==> src/rtl/slr_pkg.sv <==
// Shared types and codes for the shaded line rasterizer.
// No dependencies.
package slr_pkg;

  typedef enum logic {
    ACT_START = 1'b0,
    ACT_STEP  = 1'b1
  } action_t;

  typedef struct packed {
    logic dir_x_neg;
    logic dir_y_neg;
    logic x_is_major;
  } line_dir_t;

endpackage

==> src/rtl/shaded_line_rasterizer_unit.sv <==
// Shaded line rasterizer top level: input register, line state, result register.
// Depends on slr_pkg, slr_setup and slr_step.
//
//  channel | dir | tdata (low bit up)                         | tuser      | tlast
//  s_*     | in  | start_x, start_y, start_z, end_x, end_y    | action     | -
//  m_*     | out | pixel_x, pixel_y, shade_base, shade_ramp    | valid_res  | last
//
// One item per clock sustained while m_tready stays high; an accepted item passes the
// input register, then the line state update and the result register.
// Every accepted item gives exactly one result item.
// rst (synchronous) drops any held items and ends the active line.
// A stalled result holds; one more item is taken into the input register meanwhile.
module shaded_line_rasterizer_unit #(
  parameter int COORD_BITS  = 12,
  parameter int HEIGHT_BITS = 16,
  localparam int IN_W        = 4*COORD_BITS + HEIGHT_BITS,
  localparam int IN_TDATA_W  = ((IN_W + 7) / 8) * 8,
  localparam int RAMP_BITS   = ((HEIGHT_BITS > 2*COORD_BITS) ? HEIGHT_BITS : 2*COORD_BITS) + 2,
  localparam int OUT_W       = 2*COORD_BITS + HEIGHT_BITS + RAMP_BITS,
  localparam int OUT_TDATA_W = ((OUT_W + 7) / 8) * 8
) (
  input  logic                   clk,
  input  logic                   rst,
  input  logic                   s_tvalid,
  output logic                   s_tready,
  input  logic [IN_TDATA_W-1:0]  s_tdata,   // start_x, start_y, start_z, end_x, end_y
  input  logic                   s_tuser,   // action
  output logic                   m_tvalid,
  input  logic                   m_tready,
  output logic [OUT_TDATA_W-1:0] m_tdata,   // pixel_x, pixel_y, shade_base, shade_ramp
  output logic                   m_tuser,   // valid_res
  output logic                   m_tlast    // last
);
  import slr_pkg::*;

  localparam int SY_LO = COORD_BITS;
  localparam int SZ_LO = 2*COORD_BITS;
  localparam int EX_LO = 2*COORD_BITS + HEIGHT_BITS;
  localparam int EY_LO = 3*COORD_BITS + HEIGHT_BITS;
  localparam int RACC_BITS = 2*COORD_BITS;

  // input register
  logic                          in_valid;
  action_t                       in_action;
  logic signed [COORD_BITS-1:0]  in_sx, in_sy, in_ex, in_ey;
  logic signed [HEIGHT_BITS-1:0] in_sz;

  // line state
  logic [COORD_BITS-1:0]  cur_x, cur_y;
  logic [HEIGHT_BITS-1:0] height;
  logic [COORD_BITS-1:0]  major_len, minor_len;
  line_dir_t              dir;
  logic [COORD_BITS:0]    error_acc;
  logic [COORD_BITS-1:0]  step_index;
  logic [RACC_BITS-1:0]   ramp_acc;
  logic                   active;

  logic advance;
  logic s_accept;

  logic [COORD_BITS-1:0] setup_major, setup_minor;
  line_dir_t             setup_dir;
  logic [COORD_BITS-1:0] next_x, next_y;
  logic [COORD_BITS:0]   next_err;
  logic [COORD_BITS-1:0] step_index_next;
  logic                  step_last;

  logic signed [HEIGHT_BITS-1:0] base_sel;
  logic        [RACC_BITS-1:0]   off_sel;
  logic signed [RAMP_BITS-1:0]   ramp_val;

  assign advance  = in_valid && (!m_tvalid || m_tready);
  assign s_tready = !in_valid || advance;
  assign s_accept = s_tvalid && s_tready;

  slr_setup #(.COORD_BITS(COORD_BITS)) u_setup (
    .start_x   (in_sx),
    .start_y   (in_sy),
    .end_x     (in_ex),
    .end_y     (in_ey),
    .major_len (setup_major),
    .minor_len (setup_minor),
    .dir       (setup_dir)
  );

  slr_step #(.COORD_BITS(COORD_BITS)) u_step (
    .cur_x     (cur_x),
    .cur_y     (cur_y),
    .major_len (major_len),
    .minor_len (minor_len),
    .error_acc (error_acc),
    .dir       (dir),
    .next_x    (next_x),
    .next_y    (next_y),
    .next_err  (next_err)
  );

  assign step_index_next = step_index + 1'b1;
  assign step_last       = step_index_next == major_len;

  // one shared adder: start pixel ramp is height + 1, steps use the accumulator
  assign base_sel = (in_action == ACT_START) ? in_sz : $signed(height);
  assign off_sel  = (in_action == ACT_START) ? RACC_BITS'(1) : ramp_acc;
  assign ramp_val = RAMP_BITS'(base_sel) + $signed(RAMP_BITS'(off_sel));

  always_ff @(posedge clk) begin
    if (rst) begin
      in_valid <= 1'b0;
    end else if (s_accept) begin
      in_valid <= 1'b1;
    end else if (advance) begin
      in_valid <= 1'b0;
    end
    if (s_accept) begin
      in_action <= action_t'(s_tuser);
      in_sx     <= s_tdata[SY_LO-1:0];
      in_sy     <= s_tdata[SZ_LO-1:SY_LO];
      in_sz     <= s_tdata[EX_LO-1:SZ_LO];
      in_ex     <= s_tdata[EY_LO-1:EX_LO];
      in_ey     <= s_tdata[IN_W-1:EY_LO];
    end
  end

  always_ff @(posedge clk) begin
    if (rst) begin
      active   <= 1'b0;
      m_tvalid <= 1'b0;
    end else begin
      if (advance) begin
        m_tvalid <= 1'b1;
      end else if (m_tready) begin
        m_tvalid <= 1'b0;
      end
      if (advance) begin
        if (in_action == ACT_START) begin
          active <= setup_major != '0;
        end else if (active && step_last) begin
          active <= 1'b0;
        end
      end
    end

    if (advance) begin
      if (in_action == ACT_START) begin
        cur_x      <= in_sx;
        cur_y      <= in_sy;
        height     <= in_sz;
        major_len  <= setup_major;
        minor_len  <= setup_minor;
        dir        <= setup_dir;
        error_acc  <= {1'b0, setup_minor};
        step_index <= '0;
        ramp_acc   <= '0;
        m_tdata    <= OUT_TDATA_W'({ramp_val, in_sz, in_sy, in_sx});
        m_tuser    <= 1'b1;
        m_tlast    <= setup_major == '0;
      end else if (active) begin
        cur_x      <= next_x;
        cur_y      <= next_y;
        error_acc  <= next_err;
        step_index <= step_index_next;
        ramp_acc   <= ramp_acc + RACC_BITS'(major_len);
        m_tdata    <= OUT_TDATA_W'({ramp_val, height, next_y, next_x});
        m_tuser    <= 1'b1;
        m_tlast    <= step_last;
      end else begin
        // step with no line: empty result
        m_tdata <= '0;
        m_tuser <= 1'b0;
        m_tlast <= 1'b0;
      end
    end
  end

endmodule

==> src/rtl/slr_setup.sv <==
// Line setup: absolute deltas, major/minor lengths and step directions.
// Depends on slr_pkg.
module slr_setup #(
  parameter int COORD_BITS = 12
) (
  input  logic signed [COORD_BITS-1:0] start_x,
  input  logic signed [COORD_BITS-1:0] start_y,
  input  logic signed [COORD_BITS-1:0] end_x,
  input  logic signed [COORD_BITS-1:0] end_y,
  output logic        [COORD_BITS-1:0] major_len,
  output logic        [COORD_BITS-1:0] minor_len,
  output slr_pkg::line_dir_t           dir
);
  import slr_pkg::*;

  logic signed [COORD_BITS:0] dx, dy;
  logic        [COORD_BITS:0] ax_full, ay_full;
  logic        [COORD_BITS-1:0] ax, ay;

  assign dx = (COORD_BITS+1)'(end_x) - (COORD_BITS+1)'(start_x);
  assign dy = (COORD_BITS+1)'(end_y) - (COORD_BITS+1)'(start_y);

  assign ax_full = dx[COORD_BITS] ? -dx : dx;
  assign ay_full = dy[COORD_BITS] ? -dy : dy;
  // magnitude never exceeds 2^COORD_BITS - 1
  assign ax = ax_full[COORD_BITS-1:0];
  assign ay = ay_full[COORD_BITS-1:0];

  always_comb begin
    dir.dir_x_neg  = dx[COORD_BITS] || (dx == '0);
    dir.dir_y_neg  = dy[COORD_BITS] || (dy == '0);
    dir.x_is_major = ax > ay;    // ties go along y
    major_len      = dir.x_is_major ? ax : ay;
    minor_len      = dir.x_is_major ? ay : ax;
  end

endmodule

==> src/rtl/slr_step.sv <==
// One Bresenham step: error update and coordinate stepping.
// Depends on slr_pkg.
module slr_step #(
  parameter int COORD_BITS = 12
) (
  input  logic [COORD_BITS-1:0] cur_x,
  input  logic [COORD_BITS-1:0] cur_y,
  input  logic [COORD_BITS-1:0] major_len,
  input  logic [COORD_BITS-1:0] minor_len,
  input  logic [COORD_BITS:0]   error_acc,
  input  slr_pkg::line_dir_t    dir,
  output logic [COORD_BITS-1:0] next_x,
  output logic [COORD_BITS-1:0] next_y,
  output logic [COORD_BITS:0]   next_err
);
  import slr_pkg::*;

  logic [COORD_BITS:0]   err_sum;
  logic                  minor_step;
  logic [COORD_BITS-1:0] x_moved, y_moved;

  assign err_sum    = error_acc + {1'b0, minor_len};
  assign minor_step = err_sum >= {1'b0, major_len};
  assign next_err   = minor_step ? err_sum - {1'b0, major_len} : err_sum;

  assign x_moved = dir.dir_x_neg ? cur_x - 1'b1 : cur_x + 1'b1;
  assign y_moved = dir.dir_y_neg ? cur_y - 1'b1 : cur_y + 1'b1;

  always_comb begin
    if (dir.x_is_major) begin
      next_x = x_moved;
      next_y = minor_step ? y_moved : cur_y;
    end else begin
      next_y = y_moved;
      next_x = minor_step ? x_moved : cur_x;
    end
  end

endmodule

==> config.mk <==
export PLATFORM = sky130hd
export DESIGN_NAME = shaded_line_rasterizer_unit
export DESIGN_NICKNAME = d
export VERILOG_FILES = /design/src/rtl/slr_pkg.sv /design/src/rtl/shaded_line_rasterizer_unit.sv /design/src/rtl/slr_setup.sv /design/src/rtl/slr_step.sv
export SDC_FILE = /design/constraint.sdc
export NUM_CORES = 1
export LEC_CHECK = 0
export BUFFER_PORTS_ARGS = -buffer_cell sky130_fd_sc_hd__buf_2
export CAP_MARGIN = 20
export CELL_PAD_IN_SITES_DETAIL_PLACEMENT = 0
export CELL_PAD_IN_SITES_GLOBAL_PLACEMENT = 1
export CORE_UTILIZATION = 48
export CTS_CLUSTER_SIZE = 20
export DETAILED_ROUTE_END_ITERATION = 6
export PLACE_DENSITY_LB_ADDON = 0.1
export RECOVER_POWER = 50
export SYNTH_ARGS = -nofsm -noshare
export SYNTH_HDL_FRONTEND = slang
export SYNTH_SLANG_ARGS = --single-unit
==> constraint.sdc <==
create_clock -name clk -period 7.75 [get_ports clk]
set_clock_uncertainty 0.1 [all_clocks]
set_input_delay 1.1625 -clock clk [delete_from_list [all_inputs] [get_ports clk]]
set_output_delay 1.1625 -clock clk [all_outputs]
set_load 0.02 [all_outputs]
## Word-level counts from Yosys, hierarchy flattened

Cells that the tools add are included.
W data, S select, Z words.

- Register bits: 258
- Latch bits: 0
- RAM bits: 0
- ROM bits: 0
- Input port bits: 69
- Output and inout port bits: 76
- Word-level logic and storage cells: 94
- Memories: 0

- Add/sub/neg operators: 13
- $mul: 0
- Divide/modulo/power cells: 0
- Order comparisons: 2
- Equality and inequality tests: 3
- Shift-type cells: 0
- Mux-type cells: 32
- Bitwise gates (word level): 1
- Reduce and logical (&&, ||, !) cells: 18

Operator list:

| kind | number |
|---|---|
| $mux W12 | 16 |
| $mux W66 | 2 |
| $mux W24 | 2 |
| $add A12 B1 Y12 const B | 3 |
| $add A16 B25 Y26 | 1 |
| $logic_not A13 Y1 | 2 |
| $mux W13 | 2 |
| $sub A12 B12 Y13 | 2 |
| $add A24 B12 Y24 | 1 |
| $neg A12 Y12 | 2 |
| $sub A12 B1 Y12 const B | 2 |
| $mux W16 | 1 |
| $add A13 B12 Y13 | 1 |
| $ge A13 B12 Y1 | 1 |
| $sub A13 B12 Y13 | 1 |
| $eq A12 B12 Y1 | 1 |
| $gt A12 B12 Y1 | 1 |
| $logic_not A12 Y1 | 1 |
| $reduce_bool A12 Y1 | 1 |
| $mux W1 | 9 |
| $reduce_and A2 Y1 | 3 |
| $logic_or A1 B1 Y1 | 4 |
| $ne A2 B1 Y1 const B | 2 |
| $reduce_bool A2 Y1 | 2 |
| other kinds (3) | 6 |

## Logic depth before layout (Yosys ltp)

- Depth after elaboration: 7
- Gate-level depth with buffers: 22
- Mapped depth without buffers: 22

## Cells and area by module

Synthesis repeated with hierarchy kept, for this count alone.

- Cell total of the unflattened synthesis: 1427
- Area, all modules: 16301.9 um^2

By module, submodules not included:

| module | times used | cells an instance | area an instance (um^2) | seq. area each (um^2) |
|---|---|---|---|---|
| shaded_line_rasterizer_unit | 1 | 783 | 11397.2 | 7537.2 |
| slr_step | 1 | 334 | 2622.5 | 0.0 |
| slr_setup | 1 | 310 | 2282.2 | 0.0 |

## Worst setup path after synthesis

Ideal clock, no wire load.

- Path type: register to register
- Start point: register in_ex[0]
- End point: register m_tlast, data pin
- Library setup time: 0.145 ns
- Arrival: 5.259 ns
- Data required time: 7.505 ns
- Path slack: 2.246 ns
- Stages on the path, launching flop included: 21
- Clock period less this slack: 5.504 ns
- Cell sequence: edfxtp_1 inv_1 ha_1 inv_1 fa_1 a21o_1 a221o_1 o31a_1 and4b_1 or3_4 o41ai_4 xor2_2 inv_1 ha_1 nand4_1 or2_2 a31oi_1 clkbuf_1 nand3_1 a2111o_1 o21ai_1

- Longest elaborated chain between the ends: 7

RTL lines:

| what | RTL line | RTL |
|---|---|---|
| start, declared | shaded_line_rasterizer_unit.sv:45 | `logic signed [COORD_BITS-1:0] in_sx, in_sy, in_ex, in_ey;` |
| start signal, assigned | shaded_line_rasterizer_unit.sv:119 | `in_ex <= s_tdata[EY_LO-1:EX_LO];` |
| $sub A12 B12 Y13 (*) | slr_setup.sv:20 | `assign dx = (COORD_BITS+1)'(end_x) - (COORD_BITS+1)'(start_x);` |
| $neg A12 Y12 | slr_setup.sv:23 | `assign ax_full = dx[COORD_BITS] ? -dx : dx;` |
| $mux W12 (*) | slr_setup.sv:23 |  |
| $gt A12 B12 Y1 | slr_setup.sv:32 | `dir.x_is_major = ax > ay;` |
| $mux W12 (*) | slr_setup.sv:33 | `major_len = dir.x_is_major ? ax : ay;` |
| $logic_not A12 Y1 (*) | shaded_line_rasterizer_unit.sv:156 | `m_tlast <= setup_major == '0;` |
| $mux W1 (*) | shaded_line_rasterizer_unit.sv:144 | `if (in_action == ACT_START) begin` |
| end signal, assigned | shaded_line_rasterizer_unit.sv:165 | `m_tlast <= step_last;` |
| end, declared | shaded_line_rasterizer_unit.sv:32 | `output logic m_tlast` |

Every way passes the cells marked *; elsewhere a longest branch is shown, timed or not.
A chain may end at the register's enable or synchronous reset.

## Final worst setup path

Same ends and word-level chain as after synthesis.

==> results_dict.tcl <==
set metrics [dict create \
    antenna_found_initial 0 \
    cts_setup_buffers 0 \
    crit_arrival_ns 6.03 \
    yosysWarnings 0 \
    syn_inst 1469 \
    synth_top_family_by_area "simple AND/OR/NAND/NOR gates" \
    status "complete, but fails checks" \
    synth_mux_area_share_pct 5.17 \
    setup_viol 0 \
    synthArstFlopShare_pct 0 \
    period_share_pct 73.7 \
    grt_first_pass_wirelength_mm 55.9 \
    nets 1811 \
    cp-startpoint "in_ex[0]" \
    first_pass_iters 4 \
    holdCritPathClass "register to register" \
    io_buffers 138 \
    crit_path_max_fanout 37 \
    syn_area_per_cell_um2 10.8 \
    initial_utilization_pct 48.7 \
    cts.repair.resized 0 \
    die_h_um 184 \
    placed_area_mm2 0.0170 \
    violations "max-capacitance violations, max-slew violations" \
    synth_fa_ha_area_share_pct 10.5 \
    r2r_cells 22 \
    cts_sinks 252 \
    via_per_inst 5.39 \
    drive_gt1_share_pct 9.16 \
    required_ns 8.07 \
    drv_cap 2 \
    yosysUniqueCellTypes 67 \
    synthSimpleGateAreaFrac_pct 13.7 \
    cts_buffers 29 \
    grt_pass1_vias 11100 \
    clk_latency_ns 0.56 \
    postCtsHoldBufs 0 \
    crit_top_cell "inv_1" \
    fin_setup_tns_ns 0 \
    dpl.hpwl_mm 25.5 \
    clkTransAtPathRegs_ns 0.06 \
    cts_tree "yes" \
    ys_seq_elements 252 \
    drc 0 \
    drtAntennaViolNets 0 \
    fill_cells 2909 \
    fin_crit_ns 5.71 \
    die_w_um 184 \
    synth.cell_area_mm2 0.0158 \
    worstMarginPinSlew_ns 4.69 \
    crit_path_end_kind "register" \
    hold_end "m_tvalid" \
    fmax_mhz 175 \
    grt_use_total_pct 20.9 \
    grt_start_max_net_pins 69 \
    whs_ns 0.422 \
    path_cells "inv_1 -> ha_1 -> inv_1 -> fa_1 -> a21o_1 -> a221o_1 -> o31a_1 -> and4b_1 -> or3_4 -> o41ai_4 -> xor2_2 -> inv_1 -> ha_1 -> nand4_1 -> nor2_1 -> o21ai_0 -> a31oi_4 -> buf_4 -> mux2i_1 -> o21ai_0 -> a2111o_1 -> o21ai_1" \
    seqCellArea_mm2 0.00754 \
    overflow 0 \
    start_kind "register" \
    core.rowCount 66 \
    min-delay-start "in_valid" \
    max_stage_delay_ns 0.42 \
    rsz0062_at_grt "false" \
    synthFlopType "edfxtp_1" \
    maxSlewHeadroom_pct -212 \
    p_per_area_mw_per_mm2 265 \
    r2r-start "in_ex[0]" \
    crit_slowest_cell "or3_4" \
    core_region_area_mm2 0.0325 \
    r2r_end "m_tlast" \
    area_delta_synth_final_pct 13.1 \
    layout_commonest_cell "edfxtp_1" \
    gp_congestion 0.911 \
    drtIter0Drc 483 \
    dieArea_mm2 0.0337 \
    wl_per_cell_um 16.6 \
    synth-compound-area-share_pct 12.2 \
    yosysSeqAreaShare_pct 47.7 \
    vias 11200 \
    ir_worst_vdd_v 0.000208 \
    final_area_mm2 0.0179 \
    pin_count 145 \
    multi_input_area_mm2 0.00779 \
    path_class "register to register" \
    ff2ff_setup_slack_ns 2.04 \
    clockBufferDepth 3 \
    power_leakage_nw 7.07 \
    hold_depth 2 \
    cts_root_buf "clkbuf_16" \
    routed_wl_mm 34.6 \
    hold_violations 0 \
    synth_xor_area_share_pct 7.30 \
    cts_max_level 1 \
    slew_viol_final 88 \
    synth_edf_count 249 \
    antenna_cells 0 \
    final_cell_mix "edfxtp_1, nor2_1, ha_1" \
]
power by group:
part	switching (mW)	total (mW)	internal [mW]
combinational	0.971	1.65	0.678
sequential	0.0493	1.72	1.67
clock	0.547	1.37	0.821
total	1.57	4.74	3.17
critical path, delay by kind of cell, from the launching register on:
kind,cells,cell delay (ns)
xor+xnor,1,0.25
mux,1,0.31
simple gates,4,0.88
buf+inv,4,0.60
flops,1,0.36
compound gates,9,2.19
fa+ha+maj,3,0.84
synthesized netlist by cell type (8+ instances only):
cell	count	share of area, %
or2_2	13	0.51
a21o_1	26	1.2
fa_1	8	1.0
and3_1	13	0.51
clkbuf_1	30	0.71
xnor2_1	78	4.3
a21oi_1	97	3.1
nor3_1	43	1.4
o21bai_1	15	0.71
o22ai_1	24	0.95
a31oi_1	13	0.51
nor2_1	154	3.7
ha_1	120	9.5
o21ai_0	54	1.7
nand4_1	13	0.51
o21a_1	14	0.66
and2_1	48	1.9
o31ai_1	8	0.38
mux2_2	21	1.5
mux2i_1	58	3.7
xor2_1	52	2.9
nand3_1	29	0.92
nand2_1	54	1.3
inv_1	95	2.3
nand2b_1	16	0.63
edfxtp_1	249	47
nor2b_1	21	0.83
or3_1	11	0.44
state kept, by name, summed over array words and instances, names as in the netlist, 13 cells and up:
register,cells
m_tdata,66
ramp_acc,24
height,16
in_sz,16
error_acc,13
cells by family after synthesis:
logic type,Yosys count
AOI/OAI and AO/OA,304
muxes,79
DFF,252
adders and majority gates,128
and+or+nand+nor,438
xor gates and xnor gates,131
buffers and inverters,136
other,1
layout make-up:
type | count | share of cell area [%]
Inverter | 95 | 2.00
Clock inverter | 17 | 1.07
Sequential cell | 252 | 42.1
Tap cell | 442 | 3.09
Multi-Input combinational cell | 1086 | 43.5
Clock buffer | 37 | 4.22
Timing Repair Buffer | 150 | 3.97
routing by layer:
layer | vias to the layer above | wire length, um | global-route usage, %
met5 | - | 0 | 0
met4 | 0 | 1330 | 8.27
met3 | 65 | 1160 | 2.24
met2 | 231 | 17200 | 37.6
met1 | 5229 | 14900 | 25.5
li1 | 5679 | - | -
worst max path at each step:
stage | slack, ns | to
4_1_cts | 2.08 | m_tlast
6_report | 2.04 | m_tlast
3_3_place_gp | 2.23 | m_tlast
5_1_grt | 1.64 | m_tlast
3_5_place_dp | 2.10 | m_tlast
2_1_floorplan | 2.25 | m_tlast
through the flow:
stage | instances | utilization, % | setup WS (ns) | total power, mW
2_1_floorplan | 1474 | - | 2.25 | 3.00
3_3_place_gp | 2023 | 52.4 | 2.23 | 3.38
3_5_place_dp | 2024 | 52.5 | 2.10 | 3.41
4_1_cts | 2078 | 55.4 | 2.08 | 4.79
5_1_grt | 2079 | 55.1 | 1.64 | 5.03
6_report | 2079 | 55.1 | 2.04 | 4.74
Note: power is estimated with default switching activity, not from simulation.
